### config.mk
export PLATFORM = sky130hd
export DESIGN_NAME = grouped_leaf_allocator_core
export DESIGN_NICKNAME = d
export VERILOG_FILES = /design/src/hdl/gla_pkg.sv /design/src/hdl/gla_ram.sv /design/src/hdl/gla_ctrl.sv /design/src/hdl/gla_dp.sv /design/src/hdl/grouped_leaf_allocator_core.sv
export SDC_FILE = /design/constraint.sdc
export NUM_CORES = 2
export LEC_CHECK = 0
export BUFFER_PORTS_ARGS = -buffer_cell sky130_fd_sc_hd__buf_4
export CAP_MARGIN = 25
export CORE_MARGIN = 2
export CORE_UTILIZATION = 45
export DETAILED_ROUTE_END_ITERATION = 8
export PLACE_DENSITY = 0.69
export SLEW_MARGIN = 20
export SYNTH_ARGS = -nofsm -noshare
export SYNTH_HDL_FRONTEND = slang
export SYNTH_MEMORY_MAX_BITS = 65536
export SYNTH_SLANG_ARGS = --single-unit
### constraint.sdc
create_clock -name clk -period 14.4 [get_ports clk]
set_input_delay 0.72 -clock clk [delete_from_list [all_inputs] [get_ports clk]]
set_output_delay 0.72 -clock clk [all_outputs]
set_load 0.02 [all_outputs]
### src/hdl/gla_pkg.sv
// Shared types, codes and defaults for the grouped leaf allocator.
package gla_pkg;

  localparam int SLOTS_DEF      = 16;
  localparam int MAX_GROUPS_DEF = 16;

  localparam int GRP_W    = 8;
  localparam int SLOT_W   = 8;
  localparam int STATUS_W = 2;
  localparam int COUNT_W  = 13;
  localparam int ENTRY_W  = GRP_W + SLOT_W;
  localparam int ADDR_CALC_W = 17;

  localparam int IN_DATA_W  = 16;
  localparam int OUT_DATA_W = 48;

  typedef enum logic [STATUS_W-1:0] {
    ST_OK        = 2'd0,
    ST_EXHAUSTED = 2'd1,
    ST_INVALID   = 2'd2,
    ST_NOT_USED  = 2'd3
  } gla_status_t;

  typedef enum logic {
    ACT_ALLOC = 1'b0,
    ACT_FREE  = 1'b1
  } gla_action_t;

  typedef enum logic [2:0] {
    S_IDLE,
    S_EXEC,
    S_FILL,
    S_ALLOC,
    S_FREE
  } gla_state_t;

  typedef struct packed {
    logic load;
    logic fill;
    logic pop;
    logic alloc_fin;
    logic bm_read;
    logic free_fin;
    logic exhaust;
    logic invalid;
  } gla_cmd_t;

  typedef struct packed {
    gla_action_t action;
    logic        top_zero;
    logic        groups_full;
    logic        free_bad;
    logic        fill_last;
    logic        out_free;
  } gla_stat_t;

endpackage

### src/hdl/gla_ram.sv
// Generic single-write, single-read RAM with registered read data.
module gla_ram import gla_pkg::*; #(
  parameter int WIDTH = ENTRY_W,
  parameter int DEPTH = SLOTS_DEF * MAX_GROUPS_DEF,
  localparam int AW = (DEPTH > 1) ? $clog2(DEPTH) : 1
) (
  input  logic             clk,
  input  logic             we,
  input  logic [AW-1:0]    waddr,
  input  logic [WIDTH-1:0] wdata,
  input  logic             re,
  input  logic [AW-1:0]    raddr,
  output logic [WIDTH-1:0] rdata
);

  logic [WIDTH-1:0] mem [DEPTH];

  always_ff @(posedge clk) begin
    if (we) begin
      mem[waddr] <= wdata;
    end
    if (re) begin
      rdata <= mem[raddr];
    end
  end

endmodule

### src/hdl/gla_ctrl.sv
// Controller state machine that sequences allocate, free and group opening.
module gla_ctrl import gla_pkg::*; (
  input  logic      clk,
  input  logic      rst_n,
  input  logic      in_tvalid,
  output logic      in_tready,
  input  gla_stat_t stat,
  output gla_cmd_t  cmd
);

  gla_state_t state_r, state_nxt;
  logic       commit;

  always_ff @(posedge clk) begin
    if (!rst_n) begin
      state_r <= S_IDLE;
    end else begin
      state_r <= state_nxt;
    end
  end

  always_comb begin
    commit = 1'b0;
    case (state_r)
      S_EXEC: begin
        if (stat.action == ACT_ALLOC) begin
          commit = stat.top_zero && stat.groups_full && stat.out_free;
        end else begin
          commit = stat.free_bad && stat.out_free;
        end
      end
      S_ALLOC, S_FREE: commit = stat.out_free;
      default:         commit = 1'b0;
    endcase
  end

  always_comb begin
    state_nxt = state_r;
    case (state_r)
      S_IDLE: begin
        if (in_tvalid) state_nxt = S_EXEC;
      end
      S_EXEC: begin
        if (commit) begin
          state_nxt = in_tvalid ? S_EXEC : S_IDLE;
        end else if (stat.action == ACT_ALLOC) begin
          if (!stat.top_zero) begin
            state_nxt = S_ALLOC;
          end else if (!stat.groups_full) begin
            state_nxt = S_FILL;
          end
        end else if (!stat.free_bad) begin
          state_nxt = S_FREE;
        end
      end
      S_FILL: begin
        if (stat.fill_last) state_nxt = S_EXEC;
      end
      S_ALLOC, S_FREE: begin
        if (commit) state_nxt = in_tvalid ? S_EXEC : S_IDLE;
      end
      default: state_nxt = S_IDLE;
    endcase
  end

  always_comb begin
    cmd       = '0;
    in_tready = 1'b0;
    case (state_r)
      S_IDLE: begin
        in_tready = 1'b1;
      end
      S_EXEC: begin
        if (stat.action == ACT_ALLOC) begin
          if (!stat.top_zero) begin
            cmd.pop = 1'b1;
          end else if (stat.groups_full) begin
            cmd.exhaust = stat.out_free;
          end
        end else if (stat.free_bad) begin
          cmd.invalid = stat.out_free;
        end else begin
          cmd.bm_read = 1'b1;
        end
      end
      S_FILL:  cmd.fill      = 1'b1;
      S_ALLOC: cmd.alloc_fin = stat.out_free;
      S_FREE:  cmd.free_fin  = stat.out_free;
      default: cmd = '0;
    endcase
    if (commit) in_tready = 1'b1;
    cmd.load = in_tready && in_tvalid;
  end

endmodule

### src/hdl/gla_dp.sv
// Datapath: free stack, used bitmap, counters, start pointer and result register.
module gla_dp import gla_pkg::*; #(
  parameter int SLOTS      = SLOTS_DEF,
  parameter int MAX_GROUPS = MAX_GROUPS_DEF
) (
  input  logic                  clk,
  input  logic                  rst_n,
  input  gla_cmd_t              cmd,
  output gla_stat_t             stat,
  input  logic                  in_action,
  input  logic [GRP_W-1:0]      in_group,
  input  logic [SLOT_W-1:0]     in_slot,
  output logic                  out_valid,
  input  logic                  out_ready,
  output logic [OUT_DATA_W-1:0] out_data
);

  localparam int DEPTH = SLOTS * MAX_GROUPS;
  localparam int AW    = (DEPTH > 1) ? $clog2(DEPTH) : 1;
  localparam int TW    = $clog2(DEPTH + 1);
  localparam int NGW   = $clog2(MAX_GROUPS + 2);
  localparam int CW    = (SLOTS > 1) ? $clog2(SLOTS) : 1;

  gla_action_t       act_r;
  logic [GRP_W-1:0]  tg_r;
  logic [SLOT_W-1:0] ts_r;

  logic [TW-1:0]     top_r, top_nxt;
  logic [NGW-1:0]    ng_r;
  logic [CW-1:0]     cnt_r;
  logic [GRP_W-1:0]  start_g_r, start_g_nxt;
  logic [SLOT_W-1:0] start_s_r, start_s_nxt;

  logic              out_valid_r;
  gla_status_t       res_status_r;
  logic [GRP_W-1:0]  res_group_r;
  logic [SLOT_W-1:0] res_slot_r;
  logic [GRP_W-1:0]  res_sg_r;
  logic [SLOT_W-1:0] res_ss_r;
  logic [COUNT_W-1:0] res_count_r;

  logic              st_we;
  logic [AW-1:0]     st_waddr;
  logic [ENTRY_W-1:0] st_wdata;
  logic [AW-1:0]     st_raddr;
  logic [ENTRY_W-1:0] st_rdata;
  logic [GRP_W-1:0]  pop_g;
  logic [SLOT_W-1:0] pop_s;

  logic              bm_we;
  logic [AW-1:0]     bm_waddr;
  logic [0:0]        bm_wdata;
  logic [AW-1:0]     bm_raddr;
  logic [0:0]        bm_rdata;

  logic              push_ok;
  logic              pop_in_range;
  logic              res_load;
  gla_status_t       res_status;
  logic [GRP_W-1:0]  res_group;
  logic [SLOT_W-1:0] res_slot;

  function automatic logic [AW-1:0] bm_addr(input logic [GRP_W-1:0] g,
                                            input logic [SLOT_W-1:0] s);
    logic [ADDR_CALC_W-1:0] a;
    a = (ADDR_CALC_W'(g) - ADDR_CALC_W'(1)) * ADDR_CALC_W'(SLOTS) + ADDR_CALC_W'(s);
    return a[AW-1:0];
  endfunction

  assign pop_g        = st_rdata[ENTRY_W-1:SLOT_W];
  assign pop_s        = st_rdata[SLOT_W-1:0];
  assign push_ok      = top_r < TW'(DEPTH);
  assign pop_in_range = (pop_g != '0) && ({1'b0, pop_g} <= (GRP_W+1)'(MAX_GROUPS)) &&
                        ({1'b0, pop_s} < (SLOT_W+1)'(SLOTS));

  assign stat.action      = act_r;
  assign stat.top_zero    = top_r == '0;
  assign stat.groups_full = ng_r > NGW'(MAX_GROUPS);
  assign stat.free_bad    = (tg_r == '0) || ((NGW+GRP_W)'(tg_r) >= (NGW+GRP_W)'(ng_r)) ||
                            ({1'b0, ts_r} >= (SLOT_W+1)'(SLOTS));
  assign stat.fill_last   = cnt_r == CW'(SLOTS - 1);
  assign stat.out_free    = !out_valid_r || out_ready;

  always_comb begin
    st_we    = 1'b0;
    st_waddr = top_r[AW-1:0];
    st_wdata = {GRP_W'(ng_r), SLOT_W'(cnt_r)};
    bm_we    = 1'b0;
    bm_waddr = bm_addr(GRP_W'(ng_r), SLOT_W'(cnt_r));
    bm_wdata = 1'b0;
    top_nxt  = top_r;
    if (cmd.fill) begin
      st_we   = 1'b1;
      bm_we   = 1'b1;
      top_nxt = top_r + TW'(1);
    end else if (cmd.pop) begin
      top_nxt = top_r - TW'(1);
    end else if (cmd.alloc_fin) begin
      bm_we    = pop_in_range;
      bm_waddr = bm_addr(pop_g, pop_s);
      bm_wdata = 1'b1;
    end else if (cmd.free_fin && bm_rdata[0]) begin
      bm_we    = 1'b1;
      bm_waddr = bm_addr(tg_r, ts_r);
      st_we    = push_ok;
      st_wdata = {tg_r, ts_r};
      if (push_ok) top_nxt = top_r + TW'(1);
    end
  end

  assign st_raddr = AW'(top_r - TW'(1));
  assign bm_raddr = bm_addr(tg_r, ts_r);

  always_comb begin
    start_g_nxt = start_g_r;
    start_s_nxt = start_s_r;
    if (cmd.alloc_fin && start_g_r == '0) begin
      start_g_nxt = pop_g;
      start_s_nxt = pop_s;
    end
  end

  always_comb begin
    res_load   = cmd.alloc_fin || cmd.free_fin || cmd.exhaust || cmd.invalid;
    res_status = ST_OK;
    res_group  = '0;
    res_slot   = '0;
    if (cmd.alloc_fin) begin
      res_group = pop_g;
      res_slot  = pop_s;
    end else if (cmd.exhaust) begin
      res_status = ST_EXHAUSTED;
    end else if (cmd.invalid) begin
      res_status = ST_INVALID;
    end else if (cmd.free_fin && !bm_rdata[0]) begin
      res_status = ST_NOT_USED;
    end
  end

  always_ff @(posedge clk) begin
    if (!rst_n) begin
      top_r       <= '0;
      ng_r        <= NGW'(1);
      cnt_r       <= '0;
      start_g_r   <= '0;
      start_s_r   <= '0;
      out_valid_r <= 1'b0;
    end else begin
      top_r     <= top_nxt;
      start_g_r <= start_g_nxt;
      start_s_r <= start_s_nxt;
      if (cmd.fill) begin
        cnt_r <= stat.fill_last ? '0 : cnt_r + CW'(1);
        if (stat.fill_last) ng_r <= ng_r + NGW'(1);
      end
      if (res_load) begin
        out_valid_r <= 1'b1;
      end else if (out_ready) begin
        out_valid_r <= 1'b0;
      end
    end
  end

  always_ff @(posedge clk) begin
    if (cmd.load) begin
      act_r <= gla_action_t'(in_action);
      tg_r  <= in_group;
      ts_r  <= in_slot;
    end
    if (res_load) begin
      res_status_r <= res_status;
      res_group_r  <= res_group;
      res_slot_r   <= res_slot;
      res_sg_r     <= start_g_nxt;
      res_ss_r     <= start_s_nxt;
      res_count_r  <= COUNT_W'(top_nxt);
    end
  end

  assign out_valid = out_valid_r;
  assign out_data  = {1'b0, res_count_r, res_ss_r, res_sg_r, res_slot_r, res_group_r,
                      res_status_r};

  gla_ram #(.WIDTH(ENTRY_W), .DEPTH(DEPTH)) u_stack (
    .clk   (clk),
    .we    (st_we),
    .waddr (st_waddr),
    .wdata (st_wdata),
    .re    (cmd.pop),
    .raddr (st_raddr),
    .rdata (st_rdata)
  );

  gla_ram #(.WIDTH(1), .DEPTH(DEPTH)) u_bitmap (
    .clk   (clk),
    .we    (bm_we),
    .waddr (bm_waddr),
    .wdata (bm_wdata),
    .re    (cmd.bm_read),
    .raddr (bm_raddr),
    .rdata (bm_rdata)
  );

  a_top_bound: assert property (@(posedge clk) disable iff (!rst_n)
    top_r <= TW'(DEPTH))
    else $error("free stack count beyond depth");

  a_group_bound: assert property (@(posedge clk) disable iff (!rst_n)
    ng_r <= NGW'(MAX_GROUPS + 1))
    else $error("next group beyond limit");

  a_pop_nonempty: assert property (@(posedge clk) disable iff (!rst_n)
    cmd.pop |-> top_r != '0)
    else $error("pop from empty free stack");

  a_start_set: assert property (@(posedge clk) disable iff (!rst_n)
    cmd.alloc_fin |=> start_g_r != '0)
    else $error("start pointer not recorded after allocation");

endmodule

### src/hdl/grouped_leaf_allocator_core.sv
// Top level of the grouped slot allocator with free stack and used bitmap.
// Usage: each input item is an allocate (in_tuser = 0) or a free (in_tuser = 1)
// request; every accepted item yields exactly one result item on the out_ channel.
// A result carries status, allocated group and slot, the first allocation ever
// made and the free stack count after the request.
// Sequence: an allocate or free reads the stack or bitmap in the execute state
// and loads the result register in the allocate or free state, where the next
// item is accepted. A free rejected as an invalid pointer and an allocate that
// finds every group open load their result from the execute state. An allocate
// that finds the free stack empty first opens the next group, pushing its SLOTS
// entries at one per cycle, then pops as above; both memories have registered reads.
// Reset: rst_n low clears the stack count, the start pointer and the result
// valid flag and sets the next group to one; memory contents stay undefined,
// since a group's bitmap row is cleared as the group opens.
// Stall: a result waits in the output register while out_tready is low; the
// next item is still accepted and processed up to its own result, then holds.
module grouped_leaf_allocator_core import gla_pkg::*; #(
  parameter int SLOTS      = SLOTS_DEF,
  parameter int MAX_GROUPS = MAX_GROUPS_DEF
) (
  input  logic                  clk,
  input  logic                  rst_n,
  input  logic                  in_tvalid,
  output logic                  in_tready,
  input  logic [IN_DATA_W-1:0]  in_tdata,   // target_group[7:0], target_slot[15:8]
  input  logic                  in_tuser,   // action
  output logic                  out_tvalid,
  input  logic                  out_tready,
  output logic [OUT_DATA_W-1:0] out_tdata   // status[1:0], out_group[9:2],
                                            // out_slot[17:10], start_group[25:18],
                                            // start_slot[33:26], free_count[46:34]
);

  gla_cmd_t  cmd;
  gla_stat_t stat;

  gla_ctrl u_ctrl (
    .clk       (clk),
    .rst_n     (rst_n),
    .in_tvalid (in_tvalid),
    .in_tready (in_tready),
    .stat      (stat),
    .cmd       (cmd)
  );

  gla_dp #(.SLOTS(SLOTS), .MAX_GROUPS(MAX_GROUPS)) u_dp (
    .clk       (clk),
    .rst_n     (rst_n),
    .cmd       (cmd),
    .stat      (stat),
    .in_action (in_tuser),
    .in_group  (in_tdata[GRP_W-1:0]),
    .in_slot   (in_tdata[IN_DATA_W-1:GRP_W]),
    .out_valid (out_tvalid),
    .out_ready (out_tready),
    .out_data  (out_tdata)
  );

endmodule
Yosys cells after proc, flatten, opt, wreduce, memory -nomap -nowiden:

Memories as Yosys holds them, arrays and structs flattened. A register that Yosys moved wholly into a read port is not among the register bits.
Cells that the tools add are included.

* memories kept: 2
* word-level logic and storage cells: 137
* bits in registers: 98
* memory bits (writable): 4352
* output and inout bits: 50
* input bits: 21

* equal/unequal tests: 10
* reductions and logical operators: 27
* mux-type cells: 65
* order comparisons: 6
* add/subtract/negate cells: 10

Memories
* u_dp.u_stack.mem: words 256, bits a word 16, rd ports 1, clocked after memory_dff 1, wr ports 1, RTL line gla_ram.sv:16 `logic [WIDTH-1:0] mem [DEPTH];`
* u_dp.u_bitmap.mem: words 256, bits a word 1, rd ports 1, clocked after memory_dff 1, wr ports 1, RTL line gla_ram.sv:16

Operator list (count)
* $mux W16: 4
* $mux W8: 6
* $mux W9: 5
* $mux W1: 36
* $mux W3: 8
* $add A8 B8 Y8: 2
* $logic_not A8 Y1: 2
* $pmux W3 S4: 1
* $sub A4 B1 Y4 const B: 3
* $add A9 B1 Y9 const B: 1
* $logic_and A1 B1 Y1: 9
* $logic_not A9 Y1: 1
* $lt A9 B9 Y1 const B: 1
* $sub A9 B1 Y9 const B: 1
* $add A8 B4 Y8: 1
* $ge A8 B5 Y1: 1
* $ge A8 B5 Y1 const B: 1
* $le A8 B5 Y1 const B: 1
* $lt A8 B5 Y1 const B: 1
* $reduce_bool A8 Y1: 1
* $eq A3 B2 Y1 const B: 2
* $logic_or A1 B1 Y1: 6
* $mux W2: 3
* $add A5 B1 Y5 const B: 1
* other kinds (17): 20

Depth between registers and ports, before layout:

* word-level depth: 10
* mapped depth: 15
* mapped depth without buffers: 11

Hierarchy:

A second synthesis with hierarchy kept.

* cells, all modules: 8639
* area total of the unflattened synthesis: 175230.6 µm²

Modules (own cells, without submodules)
* gla_ram at u_dp.u_stack: cells each 7360, seq. area each 123478.4 µm², instances 1, area each 158874.9 µm²
* gla_ram at u_dp.u_bitmap: cells each 788, seq. area each 7717.4 µm², instances 1, area each 11138.2 µm²
* gla_dp: cells each 431, seq. area each 2502.4 µm², instances 1, area each 4803.4 µm²
* gla_ctrl: cells each 60, seq. area each 60.1 µm², instances 1, area each 414.1 µm²

Worst setup path before layout:

No wires, ideal clock.

* path type: input port to flip-flop
* from: input out_tready
* to: memory u_dp.u_stack.mem[0][10] (netlist name), data pin
* data arrival time: 11.474 ns
* setup time: 2.188 ns
* path slack: 0.738 ns
* required time: 12.212 ns
* buffers on the path: 3
* cell stages on the path: 6
* cell sequence: nand2b_1 clkbuf_1 and3_1 clkbuf_1 clkbuf_1 o21ai_0

* word-level cells in the longest chain between the ends: 7
* elaborated cells between the ends (all ways): 8
* those cells by class: mux (6); reduce/logical (2)

RTL lines
* start, declared: RTL line grouped_leaf_allocator_core.sv:28 `input logic out_tready,`
* $logic_or A1 B1 Y1 (*): RTL line gla_dp.sv:82 `assign stat.out_free = !out_valid_r || out_ready;`
* $mux W1: RTL line gla_ctrl.sv:69 `case (state_r)`
* $logic_and A1 B1 Y1: RTL line gla_dp.sv:102 `end else if (cmd.free_fin && bm_rdata[0]) begin`
* $mux W16: RTL line gla_dp.sv:102
* $mux W16 (*): RTL line gla_dp.sv:98 `end else if (cmd.alloc_fin) begin`
* $mux W16 (*): RTL line gla_dp.sv:96 `end else if (cmd.pop) begin`
* $mux W16 (*): RTL line gla_dp.sv:92 `if (cmd.fill) begin`
* named net u_dp.st_wdata[10]: RTL line gla_dp.sv:44 `logic [ENTRY_W-1:0] st_wdata;`
* end, declared: RTL line gla_ram.sv:16

The timed path passes the listed nets; every way through them passes the cells marked *.

Worst setup path in the final report:

* from: register u_dp.top_r[0]
* to: register u_dp.u_stack.rdata[8], read port of u_dp.u_stack.mem, data pin

* word-level cells in the longest chain between the ends: 4
* elaborated cells between the ends (all ways): 5
* those cells by class: add/sub (1); mux (3); reduce/logical (1)

RTL lines
* start, declared: RTL line gla_dp.sv:28 `logic [TW-1:0] top_r, top_nxt;`
* start signal, assigned: RTL line gla_dp.sv:149 `top_r <= top_nxt;`
* branches (longest 4 deep; another with $sub A9 B1 Y9)
* end, declared: RTL line gla_ram.sv:13 `output logic [WIDTH-1:0] rdata`

Parallel ways; which one is timed is not known.
A chain may end at the register's enable or synchronous reset.

==> summary.md <==
| Metric | Value |
|---|---|
| DP HPWL | `253 mm` |
| P&R area growth vs syn | `13.9%` |
| Core Box Area | `0.379 mm²` |
| Dominant cell type by area after synthesis | `sky130_fd_sc_hd__edfxtp_1` |
| Number of synthesized flops with an enable pin | `4429` |
| Leftover overflow at the end of global routing | `0` |
| Met2 usage in global routing | `0.355` |
| # Post-CTS Setup Buffers | `0` |
| Cell types occupying the most area after synthesis | `sky130_fd_sc_hd__edfxtp_1 (78%), sky130_fd_sc_hd__mux4_2 (14%), sky130_fd_sc_hd__a22oi_1 (2.3%), sky130_fd_sc_hd__nor2_1 (1.2%), sky130_fd_sc_hd__a21oi_1 (0.78%)` |
| CP Data Arrival Time | `7.09 ns` |
| Final nets | `8466` |
| Number of filler cells placed in the layout | `28.7k` |
| DR iter-0 viols | `12.3k` |
| Depth of the worst register-to-register path | `11` |
| Critical-path maximum fanout | `56` |
| Post-cts gate resize count | `0` |
| Proportion of layout cells with a drive suffix above 1 | `0.271` |
| Initial standard-cell utilization of the core | `0.452` |
| Outcome | `complete, no violations` |
| Achievable clock frequency | `157 MHz` |
| IO Port Bufs | `65` |
| Worst hold path cell count | `1` |
| Worst reg2reg startpoint | `u_dp.top_r[0]` |
| Power density of the placed cells | `167 mW/mm²` |
| Worst Clk Skew | `0.0905 ns` |
| Total die area | `0.385 mm²` |
| P_leak | `63.2 nW` |
| Synth Instances | `7930` |
| Number of DRC violations after detailed routing | `0` |
| Detailed-routing iteration count for the pre-antenna-repair pass | `6` |
| Final hold vios | `0` |
| Minimum clock period | `6.38 ns` |
| Type of the most critical hold path | `input port to register` |
| Data required time at the worst endpoint | `15.11 ns` |
| Via count of the first global-routing pass | `85.1k` |
| Post-detailed-route via-to-cell ratio | `6.24` |
| Transition time at the pin with the least slew margin | `1.27 ns` |
| Destination of the worst register-to-register timing path | `u_dp.u_stack.rdata[8]` |
| Total wire length after detailed routing | `439 mm` |
| Fraction of synthesized cell area taken by the top area cell type | `0.777` |
| Seq cells post-synth | `4467` |
| Die Span Y | `621 µm` |
| Leading post-synthesis cells by instance count | `sky130_fd_sc_hd__edfxtp_1 (4429), sky130_fd_sc_hd__mux4_2 (1091), sky130_fd_sc_hd__nor2_1 (553)` |
| Warnings, synthesis | `0` |
| Count leader, synth | `sky130_fd_sc_hd__edfxtp_1` |
| Total via count after detailed routing | `86.3k` |
| Fraction of the cycle the final worst path needs | `0.443` |
| Setup_tns | `0 ns` |
| Top FF cell, synth | `sky130_fd_sc_hd__edfxtp_1` |
| Launching element of the worst setup path | `u_dp.top_r[0]` |
| Maximum number of pins on one net before global-route repair | `217` |
| Slack of the worst reg-to-reg path | `8.02 ns` |
| TritonCTS clock tree | `yes` |
| Number of top-level pins | `71` |
| Global placer's final weighted congestion | `0.852` |
| Count of max-cap constraint violations | `0` |
| Worst slack after detailed placement | `8.10 ns` |
| Tot GR Track Use | `0.224` |
| Sequential area share after synthesis | `0.781` |
| Master cell of the clock root buffer | `sky130_fd_sc_hd__clkbuf_16` |
| IR Drop Worst-Case VDD | `308 µV` |
| Worst setup SP type | `register` |
| Num CTS Buffers | `437` |
| Number of buffers inserted for hold repair after clock tree synthesis | `15` |
| Routed wirelength normalized by instance count | `31.7 µm` |
| Unrepaired setup endpoints after global routing | `no` |
| Synthesized area per cell | `21.6 µm²` |
| Type of destination of the critical path | `register` |
| Number of core rows | `226` |
| Most congested layer reported by global routing | `met2` |
| Worst-skew pair later-pin latency | `1.00 ns` |
| Max clock buf depth | `4` |
| Post-layout worst setup margin | `8.02 ns` |
| H-tree levels | `5` |
| Synth async-reset ratio | `0` |
| Clock edge transition at the registers on the reported setup and hold paths | `0.06 ns` |
| Global Route met1 Usage | `0.310` |
| Die width | `621 µm` |
| Final number of max-transition violations | `0` |
| CP endpoint | `u_dp.u_stack.rdata[8]` |
| Clk sinks | `4467` |
| Worst slew slack as a fraction of its limit | `0.152` |
| Number of endpoints failing setup at the final stage | `0` |
| Count of distinct cell types in the synthesized netlist | `71` |
| Number of nets still failing antenna checks after routing | `0` |
| Worst Setup Path Type | `register to register` |
| Number of antenna violations at the first check in global routing | `19` |
| First-pass GRT wire length | `622 mm` |
| Met3 GRT Util | `0.0500` |
| Cell area after synthesis | `0.171 mm²` |
-- layout make-up --
cell class              instances  area (µm²)  share of cell area
diodes                         11        27.5            0.000141
clock buffers                 511       11300              0.0579
clock inverters               306        3030              0.0155
inverters                      23        91.3            0.000468
multi-input cells            2963       36000               0.185
flip-flops and latches       4467      134000               0.686
well taps                    5016        6280              0.0322
repair buffers                529        4500              0.0231
-- power by group --
part / total, mW / switching, mW / internal [mW]
Combinational: 6.92 / 4.35 / 2.57
Clock: 11.3 / 4.92 / 6.41
Sequential: 14.3 / 0.0923 / 14.3
Total: 32.6 / 9.36 / 23.2
-- routing by layer --
layer	vias up	share of wire	routed length, µm
met3	754	0.11	48300
li1	34400	-	-
met4	4	0.038	16500
met5	-	0.000064	28
met2	5244	0.48	209000
met1	45900	0.38	165000
-- layout by cell type, fill, tap and decap left out, types with 37 or more instances in the layout --
cell                           n
sky130_fd_sc_hd__nor4_2       41
sky130_fd_sc_hd__clkbuf_1     69
sky130_fd_sc_hd__a21oi_1     266
sky130_fd_sc_hd__clkbuf_16   439
sky130_fd_sc_hd__edfxtp_1   4429
sky130_fd_sc_hd__clkinv_2     88
sky130_fd_sc_hd__bufinv_16    43
sky130_fd_sc_hd__dfxtp_1      37
sky130_fd_sc_hd__a22oi_1     520
sky130_fd_sc_hd__buf_4       463
sky130_fd_sc_hd__nor2_1      518
sky130_fd_sc_hd__and2_1       41
sky130_fd_sc_hd__mux4_2     1091
sky130_fd_sc_hd__clkinv_1    126
sky130_fd_sc_hd__nand2_1      91
-- metrics by stage --
step | utilization | hold slack, ns | instance area (µm²) | cells | power [mW]
6_report | 0.515 | 0.0559 | 195000 | 13800 | 32.6
5_1_grt | 0.515 | 0.0125 | 195000 | 13800 | 33.5
4_1_cts | 0.513 | 0.00567 | 195000 | 13800 | 32.7
3_5_place_dp | 0.475 | 0.515 | 180000 | 13000 | 21.5
3_3_place_gp | 0.474 | 0.498 | 180000 | 12900 | 21.3
2_1_floorplan | - | 0.481 | 171000 | 7934 | 19.0
-- logic make-up after synthesis --
kind of cell    after synthesis  share of synthesized area
xor+xnor                     30                    0.00153
other cells                   1                  0.0000219
compound gates              886                     0.0350
fa+ha+maj                    24                    0.00184
flops                      4467                      0.781
buf+inv                     504                     0.0119
simple gates                906                     0.0236
mux                        1112                      0.145
-- worst min-delay path by stage --
stage	end	from	slack, ns
2_1_floorplan	u_dp.cnt_r[3]	u_dp.cnt_r[3]	0.48
3_3_place_gp	u_dp.cnt_r[3]	u_dp.cnt_r[3]	0.50
3_5_place_dp	u_dp.res_sg_r[5]	u_dp.start_g_r[5]	0.51
4_1_cts	u_dp.tg_r[4]	in_tdata[4]	0.006
5_1_grt	u_dp.tg_r[3]	in_tdata[3]	0.01
6_report	u_dp.tg_r[3]	in_tdata[3]	0.06
-- critical path, stage by stage, from the launching register on --
cell,delay (ns)
sky130_fd_sc_hd__dfxtp_4,0.70
sky130_fd_sc_hd__inv_1,0.19
sky130_fd_sc_hd__ha_4,0.72
sky130_fd_sc_hd__buf_4,0.78
sky130_fd_sc_hd__buf_4,0.80
sky130_fd_sc_hd__buf_4,0.68
sky130_fd_sc_hd__mux4_2,0.42
sky130_fd_sc_hd__a22oi_1,0.27
sky130_fd_sc_hd__a21oi_2,0.18
sky130_fd_sc_hd__nor4_1,0.80
sky130_fd_sc_hd__buf_4,0.28
sky130_fd_sc_hd__nand4_1,0.11
-- flip-flops by register name (all words and copies together) (netlist names) --
register and cells:
u_dp.res_sg_r 8, u_dp.u_stack.rdata 16, u_dp.out_valid 1, u_dp.res_status_r 2, u_dp.start_g_r 8, u_dp.res_ss_r 8
u_dp.act_r 1, u_dp.res_group_r 8, u_dp.res_slot_r 8, u_dp.u_stack.mem 4096, u_dp.top_r 9, u_dp.start_s_r 8
u_dp.res_count_r 9, u_dp.cnt_r 4, u_dp.u_bitmap.rdata 1, u_ctrl.state_r 3, u_dp.u_bitmap.mem 256, u_dp.tg_r 8
u_dp.ts_r 8, u_dp.ng_r 5
(Power assumes the default switching activity.)
